--- src/rtl/dedec_pkg.sv ---
// Types, character codes and decode functions of the dollar escape decoder.
package dedec_pkg;

	// Escape progress within one text.
	typedef enum logic [1:0] {
		PH_PLAIN = 2'd0,
		PH_ESC   = 2'd1,
		PH_HEX   = 2'd2
	} phase_t;

	localparam logic [7:0] DOLLAR_CHAR     = 8'h24;
	localparam logic [7:0] LINE_FEED       = 8'h0A;
	localparam logic [7:0] FORM_FEED       = 8'h0C;
	localparam logic [7:0] CARRIAGE_RETURN = 8'h0D;
	localparam logic [7:0] HORIZONTAL_TAB  = 8'h09;
	localparam logic [3:0] HEX_LETTER_BASE = 4'd10;

	typedef struct packed {
		logic [7:0] text_byte;
		logic       is_final;
	} in_item_t;

	typedef struct packed {
		logic [7:0] decoded_byte;
		logic       byte_valid;
		logic       text_done;
		logic       bad_escape;
	} result_t;

	typedef struct packed {
		phase_t     phase;
		logic [3:0] high_nibble;
		logic       error_seen;
	} dec_state_t;

	localparam dec_state_t STATE_RESET = '{phase: PH_PLAIN, high_nibble: 4'd0,
		error_seen: 1'b0};

	typedef struct packed {
		logic       ok;
		logic [3:0] val;
	} hex_t;

	typedef struct packed {
		logic       ok;
		logic [7:0] chr;
	} simple_t;

	// Value of an ASCII hex digit, either letter case.
	function automatic hex_t hex_decode(input logic [7:0] c);
		hex_t r;
		r.ok = 1'b1;
		r.val = 4'd0;
		if (c >= 8'h30 && c <= 8'h39) begin
			r.val = 4'(c - 8'h30);
		end else if (c >= 8'h61 && c <= 8'h66) begin
			r.val = 4'(c - 8'h61) + HEX_LETTER_BASE;
		end else if (c >= 8'h41 && c <= 8'h46) begin
			r.val = 4'(c - 8'h41) + HEX_LETTER_BASE;
		end else begin
			r.ok = 1'b0;
		end
		return r;
	endfunction

	// Character that a one-character escape stands for.
	function automatic simple_t simple_decode(input logic [7:0] c);
		simple_t r;
		r.ok = 1'b1;
		r.chr = 8'h00;
		unique case (c) inside
			8'h24, 8'h27, 8'h22, 8'h7B, 8'h7D, 8'h3A, 8'h20: r.chr = c;
			8'h6C, 8'h4C, 8'h6E, 8'h4E:                     r.chr = LINE_FEED;
			8'h70, 8'h50:                                   r.chr = FORM_FEED;
			8'h72, 8'h52:                                   r.chr = CARRIAGE_RETURN;
			8'h74, 8'h54:                                   r.chr = HORIZONTAL_TAB;
			default:                                        r.ok = 1'b0;
		endcase
		return r;
	endfunction

endpackage

--- src/rtl/dollar_escape_decoder.sv ---
// Top level of the dollar escape decoder: input register, decode and result register.
// The block decodes a byte stream in which a dollar sign opens an escape.
// Input channel item_valid / item_stall / item carries one text byte and a
// final-byte flag per transfer. Output channel result_valid / result_stall /
// result carries one decoded byte, or the end-of-text status, per transfer.
// A dollar sign, the first digit of a hex pair, a byte that raises an error
// and any byte dropped after it give no output transfer; the final byte of a text always gives one.
// An input byte passes through the input register and then the result
// register. Unless the receiver stalls, both registers move every cycle,
// so the block takes one byte per cycle without gaps, and the escape
// state update is the loop that sets that rate.
// item_stall rises only when the input register holds a byte and the result
// register holds a result that the receiver is stalling; a stalled result
// holds its value until it is taken.
// Reset empties both registers and returns the escape state to plain text
// with no error pending.
module dollar_escape_decoder (
	input  logic                  clk,
	input  logic                  arst_n,
	input  logic                  item_valid,
	output logic                  item_stall,
	input  dedec_pkg::in_item_t   item,
	output logic                  result_valid,
	input  logic                  result_stall,
	output dedec_pkg::result_t    result
);

	logic                  valid_s1;
	dedec_pkg::in_item_t   item_s1;
	dedec_pkg::dec_state_t state_q;
	dedec_pkg::dec_state_t state_next;
	logic                  emit;
	dedec_pkg::result_t    res;
	logic                  valid_s2;
	dedec_pkg::result_t    result_s2;
	logic                  out_free;
	logic                  fire_s1;
	logic                  accept;

	// The result register can load when it is empty or its transfer completes.
	assign out_free = !valid_s2 || !result_stall;
	assign fire_s1 = valid_s1 && out_free;
	assign item_stall = valid_s1 && !out_free;
	assign accept = item_valid && !item_stall;

	dedec_core u_core (
		.st      (state_q),
		.item    (item_s1),
		.st_next (state_next),
		.emit    (emit),
		.res     (res)
	);

	always_ff @(posedge clk or negedge arst_n) begin
		if (!arst_n) begin
			valid_s1 <= 1'b0;
			valid_s2 <= 1'b0;
			state_q <= dedec_pkg::STATE_RESET;
		end else begin
			if (!item_stall) begin
				valid_s1 <= item_valid;
			end
			if (fire_s1) begin
				state_q <= state_next;
			end
			if (out_free) begin
				valid_s2 <= fire_s1 && emit;
			end
		end
	end

	always_ff @(posedge clk) begin
		if (accept) begin
			item_s1 <= item;
		end
		if (fire_s1 && emit) begin
			result_s2 <= res;
		end
	end

	assign result_valid = valid_s2;
	assign result = result_s2;

endmodule

--- src/rtl/dedec_core.sv ---
// Per-byte decode: next escape state and the result of one input byte.
module dedec_core (
	input  dedec_pkg::dec_state_t st,
	input  dedec_pkg::in_item_t   item,
	output dedec_pkg::dec_state_t st_next,
	output logic                  emit,
	output dedec_pkg::result_t    res
);

	dedec_pkg::hex_t    hx;
	dedec_pkg::simple_t sm;
	dedec_pkg::dec_state_t nxt;
	logic       have;
	logic [7:0] chr;
	logic       err;

	assign hx = dedec_pkg::hex_decode(item.text_byte);
	assign sm = dedec_pkg::simple_decode(item.text_byte);

	always_comb begin
		nxt = st;
		have = 1'b0;
		chr = 8'h00;
		err = st.error_seen;
		if (!st.error_seen) begin
			unique case (st.phase)
				dedec_pkg::PH_ESC: begin
					if (sm.ok) begin
						have = 1'b1;
						chr = sm.chr;
						nxt.phase = dedec_pkg::PH_PLAIN;
					end else if (hx.ok) begin
						nxt.high_nibble = hx.val;
						nxt.phase = dedec_pkg::PH_HEX;
					end else begin
						err = 1'b1;
					end
				end
				dedec_pkg::PH_HEX: begin
					if (hx.ok) begin
						have = 1'b1;
						chr = {st.high_nibble, hx.val};
						nxt.phase = dedec_pkg::PH_PLAIN;
					end else begin
						err = 1'b1;
					end
				end
				default: begin
					if (item.text_byte == dedec_pkg::DOLLAR_CHAR) begin
						nxt.phase = dedec_pkg::PH_ESC;
					end else begin
						have = 1'b1;
						chr = item.text_byte;
						nxt.phase = dedec_pkg::PH_PLAIN;
					end
				end
			endcase
			// An escape left open at the end of the text is an error too.
			if (item.is_final && nxt.phase != dedec_pkg::PH_PLAIN) begin
				err = 1'b1;
			end
		end
		nxt.error_seen = err;

		if (item.is_final) begin
			emit = 1'b1;
			res.decoded_byte = (have && !err) ? chr : 8'h00;
			res.byte_valid = have && !err;
			res.text_done = 1'b1;
			res.bad_escape = err;
			st_next = dedec_pkg::STATE_RESET;
		end else begin
			emit = have && !err;
			res.decoded_byte = chr;
			res.byte_valid = 1'b1;
			res.text_done = 1'b0;
			res.bad_escape = 1'b0;
			st_next = nxt;
		end
	end

endmodule

--- config.mk ---
export PLATFORM = sky130hd
export DESIGN_NAME = dollar_escape_decoder
export DESIGN_NICKNAME = d
export VERILOG_FILES = /design/src/rtl/dedec_pkg.sv /design/src/rtl/dollar_escape_decoder.sv /design/src/rtl/dedec_core.sv
export SDC_FILE = /design/constraint.sdc
export NUM_CORES = 1
export LEC_CHECK = 0
export BUFFER_PORTS_ARGS = -buffer_cell sky130_fd_sc_hd__buf_2
export CAP_MARGIN = 15
export CORE_MARGIN = 4
export CORE_UTILIZATION = 60
export CTS_CLUSTER_SIZE = 10
export DETAILED_ROUTE_END_ITERATION = 8
export GPL_TIMING_DRIVEN = 0
export HOLD_SLACK_MARGIN = 0.12
export PLACE_DENSITY = 0.87
export SLEW_MARGIN = 15
export SYNTH_ARGS = -nofsm -noshare
export SYNTH_HDL_FRONTEND = slang
export SYNTH_SLANG_ARGS = --single-unit
--- constraint.sdc ---
create_clock -name clk -period 9 [get_ports clk]
set_input_delay 1.8 -clock clk [delete_from_list [all_inputs] [get_ports clk]]
set_output_delay 1.8 -clock clk [all_outputs]
set_load 0.05 [all_outputs]
==> results by group <==
GRT
  – First-pass GRT wire length: slightly above 6 mm
  – Initial antenna violation count: 0
  – Vias in the first global route: ~1400
  – Largest net degree at the start of global routing: 12
  – Grt ovf: 0
  – Overall Global Routing Usage: 0.224

Logic synthesis
  – Post-Syn Instances: between 150 and 200
  – Ys flop type: edfxtp_1
  – Ranking of synthesized cells by area: edfxtp_1 35%, dfrtp_1 13%, ha_1 4.3%
  – Post-Syn Area: 1740 um2
  – Mean Syn Cell Area: about 11 um2
  – Count leader, synth: edfxtp_1
  – Register area share after synthesis: 0.476
  – Post-synthesis cell type count: 55
  – Area fraction of the dominant cell type after synthesis: 0.346
  – EDFF count, synth: 20
  – Syn. warnings: 0
  – Post-synth ARST share: 0.310
  – Syn Nets: around 180
  – Seq cells post-synth: 29
  – Synth top cells by count: 20 x edfxtp_1, 13 x a21oi_1, 12 x inv_1
  – Largest area contributor in the netlist: edfxtp_1

Setup path
  – Critical path class: in2out
  – CP arrival: around 2300 ps
  – Reg2Reg Setup Slack: 5620 ps
  – Worst Path Required: a little over 7000 ps
  – CP Max Fanout: 3
  – Setup crit end kind: primary output
  – Crit path largest cell delay: roughly 250 ps
  – Slowest-stage cell, CP: buf_2
  – Critical-path cell list: buf_2 > nand3_1 > inv_1 > buf_2
  – Most used cell, CP: buf_2
  – Crit start category: input port

Floorplan
  – Die Span Y: 61.8 um
  – DIE WIDTH: between 60 and 70 um
  – Core Box Area: about 2800 um2
  – Row Count: 19
  – Initial Util: 0.630
  – I/O Pins: 26
  – Die area: 3820 um2

Route
  – Initial drt markers: 85
  – Remaining DRCs: 0
  – WL/cell: 17.1 um
  – Vias per Instance: ~6.6
  – Routed WL: approximately 3.8 mm
  – First-pass iteration count of the detailed router: 6
  – Total vias in the final route: 1467
  – Post-route antenna net violation count: 0

Timing
  – Worst slew pin tran: between 900 and 1000 ps
  – Fin crit share: 0.458
  – Final hold viol count: 0
  – Period minus WS final: slightly above 4000 ps
  – Final setup violation count: 0
  – RSZ-0062 raised after global routing: false
  – Post-route setup slack: about 4900 ps
  – Slew HR: 0.379
  – Setup_tns: 0 ps
  – Clk_skew: ~15 ps
  – Final slew viol count: 0
  – Fmax: 242 MHz

CTS
  – CTS clk-pin slew, worst paths: ~100 ps
  – Clk_lat worst skew: 340 ps
  – CTS tree: yes
  – CTS resizes: 0
  – Postcts setup bufs: 0
  – Total CTS buffers: 5
  – CTS sink count: 29
  – Clk buf depth: 2
  – Hold-fix buffers at CTS: 0
  – Max H-tree Level: 2
  – CTS root buffer: clkbuf_4

Power and ir drop
  – Pleak: 0.757 nW
  – Power per cell area: 150 nW/um2
  – Max rail drop VDD: ~150 uV

Final layout
  – Area delta synth->final: 12.5%
  – Layout cells sized above 1: 0.245
  – Ant. Diodes: 0
  – # nets final: 210

Placement
  – Routability cong.: approximately 0.95
  – Final HPWL DP: slightly below 3 mm
  – Pre-CTS setup slack: around 4900 ps
  – # port buffers: 25

Job
  – Max_cap viols: 0

Outcome
  – Status: finished, final reports clean

Min path
  – Hold Path Class: reg2reg
==> where the power goes <==
part           total, mW  switching, mW  leakage, nW  internal, mW
clock             0.0776         0.0479       0.0353        0.0296
sequential         0.158        0.00554        0.307         0.153
combinational     0.0577         0.0412        0.414        0.0165
==> path summary, 6_finish.rpt <==
check / startpoint / endpoint / cells after the start
min in group asynchronous: arst_n / state_q[5]$_DFFE_PN0P_ / 1
max in group asynchronous: arst_n / valid_s1$_DFFE_PN0N_ / 1
worst min-delay path: state_q[3]$_DFFE_PN0P_ / state_q[3]$_DFFE_PN0P_ / 1
worst max register to register: item_s1[1]$_DFFE_PP_ / result[6]$_DFFE_PP_ / 9
worst min register to register: state_q[3]$_DFFE_PN0P_ / state_q[3]$_DFFE_PN0P_ / 1
worst max-delay path: result_stall / item_stall / 4
==> logic make-up after synthesis <==
logic type,count (synthesis),share of synthesized area
compound gates,54,0.255
fa+ha+maj,6,0.0432
buf+inv,17,0.0418
simple gates,49,0.162
xor+xnor,2,0.0101
mux,2,0.0122
flops,29,0.476
==> sequential cells by signal, summed over array words and instances, names as in the netlist <==
| name | flops |
|---|---|
| valid_s1 | 1 |
| result_valid | 1 |
| state_q | 7 |
| result | 11 |
| item_s1 | 9 |
==> critical path: cells and delay by family <==
family                 cells  cell delay [ps]
buffers and inverters      3              410
AND/OR/NAND/NOR            1              110
==> layout make-up <==
type / instances / area [um2]
Multi-Input combinational cell: 113 / 838
Sequential cell: 29 / 826
Fill cell: 211 / 803
Timing Repair Buffer: 25 / 125
Inverter: 12 / 45.0
Tap cell: 31 / 38.8
Clock buffer: 5 / 37.5
Buffer: 5 / 27.5
Clock inverter: 3 / 16.3
==> cells in the final DEF, fill, tap and decap left out, types with 3 or more instances in the layout <==
cell / Yosys / layout
buf_2: 1 / 26
edfxtp_1: 20 / 20
a21oi_1: 13 / 13
inv_1: 12 / 12
nand2_1: 10 / 10
dfrtp_1: 9 / 9
nand3_1: 7 / 7
nor2_1: 7 / 7
ha_1: 6 / 6
a22oi_1: 5 / 5
clkbuf_4: 0 / 5
o21ai_0: 4 / 4
nand2b_1: 4 / 4
o2bb2ai_1: 4 / 4
nor2b_1: 3 / 3
nand4_1: 3 / 3
==> layer usage <==
| layer | share of wire | vias up | track usage | wire, um |
|---|---|---|---|---|
| met4 | 0.030 | 0 | 0.139 | 116 |
| li1 | - | 679 | - | - |
| met1 | 0.38 | 683 | 0.252 | 1460 |
| met5 | 0 | - | 0 | 0 |
| met2 | 0.49 | 93 | 0.363 | 1870 |
| met3 | 0.095 | 12 | 0.0764 | 363 |
==> stage by stage <==
step / util / hold slack (ps) / power (mW) / cells / area, um2
floorplan: - / 457 / 0.203 / 159 / 1740
global placement: 0.689 / 486 / 0.217 / 215 / 1900
detailed placement: 0.689 / 499 / 0.218 / 215 / 1900
CTS: 0.709 / 521 / 0.293 / 223 / 1950
global route: 0.709 / 534 / 0.305 / 223 / 1950
finish: 0.709 / 517 / 0.294 / 223 / 1950
No activity file was read; power rests on OpenSTA's default activity.
